--- config.mk ---
export PLATFORM = sky130hd
export DESIGN_NAME = ffba_cell
export DESIGN_NICKNAME = d
export VERILOG_FILES = /design/src/hdl/ffba_pkg.sv /design/src/hdl/ffba_cell.sv
export SDC_FILE = /design/constraint.sdc
export NUM_CORES = 1
export LEC_CHECK = 0
export ABC_AREA = 1
export CAP_MARGIN = 20
export CORE_MARGIN = 1.5
export CORE_UTILIZATION = 55
export DETAILED_ROUTE_END_ITERATION = 7
export DONT_BUFFER_PORTS = 1
export PLACE_DENSITY_LB_ADDON = 0.1
export SLEW_MARGIN = 30
export SYNTH_ARGS = -nofsm -noshare
export SYNTH_HDL_FRONTEND = slang
export SYNTH_SLANG_ARGS = --single-unit
--- constraint.sdc ---
create_clock -name i_clk -period 4.27 [get_ports i_clk]
set_clock_uncertainty 0.05 [all_clocks]
set_input_delay 1.0675 -clock i_clk [delete_from_list [all_inputs] [get_ports i_clk]]
set_output_delay 1.0675 -clock i_clk [all_outputs]
set_load 0.03 [all_outputs]
--- src/hdl/ffba_pkg.sv ---
// Shared types, constants and codes for the first-fit block allocator.
`default_nettype none

package ffba_pkg;

    localparam int DEF_MAX_ENTRIES = 64;
    localparam int DEF_PAGE_BYTES  = 4096;

    localparam int WORD_W    = 32;
    localparam int HDR_W     = 7;
    localparam int HANDLE_W  = 6;
    localparam int STATUS_W  = 3;
    localparam int ADDR_W    = 3;
    // Widest entry index and entry count over the whole parameter range.
    localparam int IDX_MAX_W = 10;
    localparam int CNT_MAX_W = 11;

    localparam logic [HDR_W-1:0]  HDR_RESET  = 7'd24;
    localparam logic [WORD_W-1:0] GRAIN_ADD  = 32'd7;
    localparam logic [WORD_W-1:0] GRAIN_MASK = 32'hFFFF_FFF8;
    // Largest request that still fits in a word after rounding up to 8 bytes.
    localparam logic [WORD_W-1:0] GRAIN_LIM  = 32'hFFFF_FFF8;

    typedef enum logic [1:0] {
        OP_ALLOC   = 2'd0,
        OP_FREE    = 2'd1,
        OP_REALLOC = 2'd2,
        OP_CALLOC  = 2'd3
    } t_op;

    typedef enum logic [STATUS_W-1:0] {
        ST_OK      = 3'd0,
        ST_NULL    = 3'd1,
        ST_NOSPACE = 3'd2,
        ST_BIG     = 3'd3,
        ST_BADH    = 3'd4
    } t_status;

    typedef enum logic {
        REG_HEADER_BYTES = 1'b0,
        REG_UNUSED       = 1'b1
    } t_reg;

    typedef enum logic [3:0] {
        S_IDLE,
        S_DISPATCH,
        S_MUL,
        S_RD_WAIT,
        S_GRANT,
        S_SCAN,
        S_REGION,
        S_ROUND,
        S_POST,
        S_DONE
    } t_state;

    // Broadcast from the controller to every cell of the row.
    typedef struct packed {
        logic                  fit;
        logic [WORD_W-1:0]     need;
        logic [CNT_MAX_W-1:0]  used;
        logic                  rd_en;
        logic [IDX_MAX_W-1:0]  rd_idx;
        logic                  wr_en;
        logic [IDX_MAX_W-1:0]  wr_idx;
        logic                  wr_bytes_en;
        logic [WORD_W-1:0]     wr_bytes;
        logic                  wr_free;
    } t_cell_cmd;

    // Per-cell scan outcome, one-cycle pulses.
    typedef struct packed {
        logic hit;
        logic miss;
    } t_cell_rsp;

endpackage

`default_nettype wire

--- src/hdl/ffba_cell.sv ---
// One table entry of the allocator with its slice of the first-fit scan.
`default_nettype none

module ffba_cell
    import ffba_pkg::*;
#(
    parameter int CELL_IDX = 0
) (
    input  wire logic              i_clk,
    input  wire logic              i_rst_n,
    input  wire t_cell_cmd         i_cmd,
    input  wire logic              i_tok,
    output logic                   o_tok,
    output t_cell_rsp              o_rsp,
    output logic [WORD_W-1:0]      o_rd
);

    localparam logic [IDX_MAX_W-1:0] MY_IDX = IDX_MAX_W'(CELL_IDX);
    localparam logic [CNT_MAX_W-1:0] MY_CNT = CNT_MAX_W'(CELL_IDX);

    logic [WORD_W-1:0] r_bytes;
    logic              r_free;
    logic              r_tok;
    logic              r_hit;
    logic              r_miss;
    logic [WORD_W-1:0] r_rd;

    logic              here;
    logic              filled;
    logic              fits;
    logic              rd_sel;
    logic              wr_sel;

    always_comb begin
        here   = i_tok && i_cmd.fit;
        filled = MY_CNT < i_cmd.used;
        fits   = filled && r_free && (r_bytes >= i_cmd.need);
        rd_sel = (here && fits) || (i_cmd.rd_en && (i_cmd.rd_idx == MY_IDX));
        wr_sel = i_cmd.wr_en && (i_cmd.wr_idx == MY_IDX);
    end

    always_ff @(posedge i_clk) begin
        if (!i_rst_n) begin
            r_tok  <= 1'b0;
            r_hit  <= 1'b0;
            r_miss <= 1'b0;
        end else begin
            // The token moves on only past a filled entry that does not fit.
            r_tok  <= here && filled && !fits;
            r_hit  <= here && fits;
            r_miss <= here && !filled;
        end
    end

    always_ff @(posedge i_clk) begin
        r_rd <= rd_sel ? r_bytes : '0;
        if (wr_sel) begin
            r_free <= i_cmd.wr_free;
            if (i_cmd.wr_bytes_en) begin
                r_bytes <= i_cmd.wr_bytes;
            end
        end
    end

    assign o_tok = r_tok;
    assign o_rsp = '{hit: r_hit, miss: r_miss};
    assign o_rd  = r_rd;

endmodule

`default_nettype wire

==> impl_results.rst <==
.. list-table::
   :header-rows: 1

   * - Metric
     - Value
   * - Antenna violations before repair
     - 0
   * - Synth Area in Adders
     - 12.80%
   * - Portion of the clock cycle consumed by the worst path in the final layout
     - 60.65%
   * - Path type of the worst setup path
     - input port to flip-flop
   * - Ratio of routed vias to standard cells
     - 5.010
   * - Worst-case headroom to the max-slew limit
     - 60.28%
   * - Post-CTS Resized
     - 0
   * - Detailed Place HPWL
     - 4168 um
   * - Mapped Avg Cell Area
     - 10.29 um2
   * - Number of inserted filler cells in the final layout
     - 438
   * - Data required time at the worst endpoint
     - 4480 ps
   * - Routed wire length on met2
     - 2692 um
   * - Total length of routed wires
     - 5617 um
   * - Final critical-path required period
     - 2590 ps
   * - Count of warnings emitted by yosys
     - 0
   * - Sequential share of the synthesized area
     - 54.08%
   * - Maximum clock insertion buffer count
     - 2
   * - Top flip-flop cell by instance count after synthesis
     - sky130_fd_sc_hd__dfxtp_1
   * - Sum Neg Setup Slack
     - 0 ps
   * - IO Pins
     - 138
   * - Post-detailed-placement cell area
     - 3179 um2
   * - Clock Power Share
     - 41.6%
   * - Library cell occupying the most area in the post-synthesis netlist
     - sky130_fd_sc_hd__edfxtp_1
   * - Effective utilization at floorplan
     - 56.81%
   * - Post-route cell area
     - 3382 um2
   * - Static leakage
     - 1.559 nW
   * - Maximum vdd ir drop
     - 0.2356 mV
   * - Clock root buffer master
     - sky130_fd_sc_hd__clkbuf_8
   * - Reported net switching power
     - 0.2672 mW
   * - Number of distinct library cells after synthesis
     - 23
   * - Most instantiated library cell after synthesis
     - sky130_fd_sc_hd__inv_1
   * - Via count of the first global-routing pass
     - 1857
   * - Wire length on met3
     - 327 um
   * - Fin nets
     - 445
   * - Post-synthesis compound-gate area fraction
     - 12.44%
   * - Number of buffers created by CTS
     - 9
   * - Largest net degree at the start of global routing
     - 34
   * - Path type of the worst min-delay path
     - flip-flop to flip-flop
   * - Int Pwr
     - 1.007 mW
   * - Layout Cells excl Fill
     - 387
   * - Placed insts
     - 371
   * - Die W
     - 78.42 um
   * - Uppermost metal layer occupied by signal nets
     - met4
   * - Combinational share of power
     - 3.9%
   * - Most used standard cells in the synthesized netlist
     - sky130_fd_sc_hd__inv_1 (76), sky130_fd_sc_hd__dfxtp_1 (35), sky130_fd_sc_hd__nand2_1 (34), sky130_fd_sc_hd__edfxtp_1 (33), sky130_fd_sc_hd__ha_1 (32)
   * - Measured slew at the worst slew-check pin
     - 595.8 ps
   * - Cell count after synthesis
     - 304
   * - GRT Util Overall
     - 19.56%
   * - DRC violation total after the first TritonRoute iteration
     - 70
   * - Share of the synthesized area in the top cell type
     - 31.68%
   * - Detailed-route DRC error count
     - 0
   * - Global-route wire length before repair
     - 8742 um
   * - Capturing element type of the critical path
     - flip-flop
   * - Core area
     - 5507 um2
   * - Worst-path fanout max
     - 33
   * - Area share of and/or/nand/nor cells after synthesis
     - 9.600%
   * - Total nets after synthesis
     - 439
   * - Vert. Die Dim
     - 78.42 um
   * - Max-Cap Viols
     - 0
   * - Final hold violations
     - 0
   * - Multiplexer share of the synthesized area
     - 0%
   * - Setup repair after global routing missed its margin
     - false
   * - Post-synthesis instance area
     - 3128 um2
   * - Router iterations before antenna repair
     - 4
   * - Post-synthesis share of cell area spent on xor and xnor gates
     - 0%
   * - Maximum operating frequency
     - 386.2 MHz
   * - CTS clk-pin slew, worst paths
     - 70 ps
   * - EDFF count, synth
     - 33
   * - Post-CTS Hold Buffers
     - 0
   * - Ys async rst share
     - 0%
   * - Combinational family with the most area after synthesis
     - adder cells
   * - Net switching share of the total power
     - 20.98%
   * - Gp weighted congestion
     - 0.7938
   * - Post-CTS setup-driven buffer insertion count
     - 0
   * - Routed metal-1 wire length
     - 2471 um
   * - Result of the run
     - complete, no violations
   * - Fraction of final layout cells sized beyond drive strength 1
     - 15.56%
   * - Power density over the cells
     - 376.6 nW/um2
   * - Floorplan die area
     - 6149 um2
   * - Max H-tree Level
     - 3
   * - Count of buffers from port buffering
     - 0
   * - Count of antenna diodes in the layout
     - 0
   * - Top cells by area in the synthesized netlist
     - sky130_fd_sc_hd__edfxtp_1 (32%), sky130_fd_sc_hd__dfxtp_1 (22%), sky130_fd_sc_hd__ha_1 (13%), sky130_fd_sc_hd__inv_1 (9.1%), sky130_fd_sc_hd__a21oi_2 (8.1%)
   * - Latest clock arrival within the worst-skew pair
     - 330 ps
   * - Via total after detailed routing
     - 1939
   * - Number of nets with antenna violations after detailed routing
     - 0
   * - Synthesis-to-finish area growth
     - 8.120%
   * - Number of failing setup endpoints in the final timing report
     - 0
   * - TritonCTS clock tree
     - yes
   * - Final Max Tran Viols
     - 0
   * - Clock Sink Count
     - 68
   * - Number of rows created at floorplan
     - 27
   * - Flip-flop and latch count after synthesis
     - 68
   * - CP Data Arrival Time
     - 2800 ps
   * - Average detailed-routed wire length per instance
     - 14.51 um
   * - Flop pwr share
     - 54.5%
   * - Startpoint Class
     - input port
   * - Overflow left after global routing
     - 0
-- metal layers --
layer / GRT usage [%] / vias to the layer above
met5: 0 / -
met3: 5.581 / 13
met2: 30.96 / 83
met4: 11.61 / 0
met1: 23.70 / 850
li1: - / 993
-- power groups by stage --
stage | logic [mW] | registers, mW | clock network, mW
CTS | 0.0502 | 0.695 | 0.543
global route | 0.0581 | 0.694 | 0.578
global placement | 0.0479 | 0.709 | 0
floorplan | 0.0413 | 0.708 | 0
detailed placement | 0.0492 | 0.709 | 0
finish | 0.0496 | 0.695 | 0.529
-- sequential cells by signal, summed over array words and instances, names as in the netlist --
name and flops:
r_miss 1, o_tok 1, r_bytes 32, r_hit 1, o_rd 32, r_free 1
-- final timing paths --
path,start,endpoint,slack (ps),cells after the start
setup / recovery,i_cmd[74],o_rd[17]$_SDFF_PN0_,1680,14
hold / removal,r_bytes[10]$_DFFE_PP_,o_rd[10]$_SDFF_PN0_,460,2
setup reg to reg,r_bytes[7]$_DFFE_PP_,o_rd[17]$_SDFF_PN0_,2020,13
hold reg to reg,r_bytes[10]$_DFFE_PP_,o_rd[10]$_SDFF_PN0_,460,2
-- worst max-delay path, stage by stage --
cell and delay, ps:
sky130_fd_sc_hd__inv_1 20, sky130_fd_sc_hd__ha_1 280, sky130_fd_sc_hd__nand2_1 60, sky130_fd_sc_hd__inv_1 60, sky130_fd_sc_hd__nand2_1 60, sky130_fd_sc_hd__nor2_1 100, sky130_fd_sc_hd__nor2_1 40, sky130_fd_sc_hd__nand2_1 80
sky130_fd_sc_hd__nand2_1 50, sky130_fd_sc_hd__nand2_1 70, sky130_fd_sc_hd__nand2_1 60, sky130_fd_sc_hd__nand2_2 80, sky130_fd_sc_hd__nand3_4 450, sky130_fd_sc_hd__a21oi_2 280
-- stage by stage --
step	hold slack [ps]	util, %	setup slack (ps)	power [mW]
after floorplan	417.4	-	1537	0.7497
after global placement	443.2	57.74	1361	0.7573
after detailed placement	447.9	57.74	1324	0.7586
after CTS	463.6	61.42	1680	1.288
after global routing	493.6	61.42	1482	1.331
final	463.9	61.42	1680	1.274
-- kinds of logic (layout without fill, tap and decap cells) --
group,count (synthesis),in the layout
AO/OA/AOI/OAI,55,55
adder cells (fa/ha/maj),32,32
buffers and inverters,84,95
flip-flops,68,68
AND/OR/NAND/NOR,65,65
-- cells in the final DEF, fill, tap and decap left out --
master	n
sky130_fd_sc_hd__a21oi_2	29
sky130_fd_sc_hd__and2_1	2
sky130_fd_sc_hd__clkinv_2	2
sky130_fd_sc_hd__bufinv_16	1
sky130_fd_sc_hd__clkbuf_1	1
sky130_fd_sc_hd__buf_4	3
sky130_fd_sc_hd__nor2_1	12
sky130_fd_sc_hd__and3_1	1
sky130_fd_sc_hd__nor3_1	2
sky130_fd_sc_hd__nor4_1	6
sky130_fd_sc_hd__clkbuf_8	11
sky130_fd_sc_hd__nand3_4	1
sky130_fd_sc_hd__inv_1	76
sky130_fd_sc_hd__nand3_1	1
sky130_fd_sc_hd__clkinvlp_4	1
sky130_fd_sc_hd__nand2_1	34
sky130_fd_sc_hd__ha_1	32
sky130_fd_sc_hd__nand4_1	4
sky130_fd_sc_hd__nand2_2	1
sky130_fd_sc_hd__a21oi_1	20
sky130_fd_sc_hd__dfxtp_1	35
sky130_fd_sc_hd__o21ai_0	4
sky130_fd_sc_hd__edfxtp_1	33
sky130_fd_sc_hd__o21a_1	2
sky130_fd_sc_hd__nor3b_1	1
-- layout make-up --
| cell class | count | area (um2) | share of cell area (%) |
|---|---|---|---|
| sequential | 68 | 1692 | 50.02 |
| multi-input combinational | 152 | 1090 | 32.22 |
| timing repair buffer | 3 | 22.52 | 0.6659 |
| clock buffer | 12 | 155.1 | 4.588 |
| clock inverter | 4 | 47.55 | 1.406 |
| tap | 72 | 90.09 | 2.664 |
| inverter | 76 | 285.3 | 8.435 |
Power figures use the tool's default switching activity.
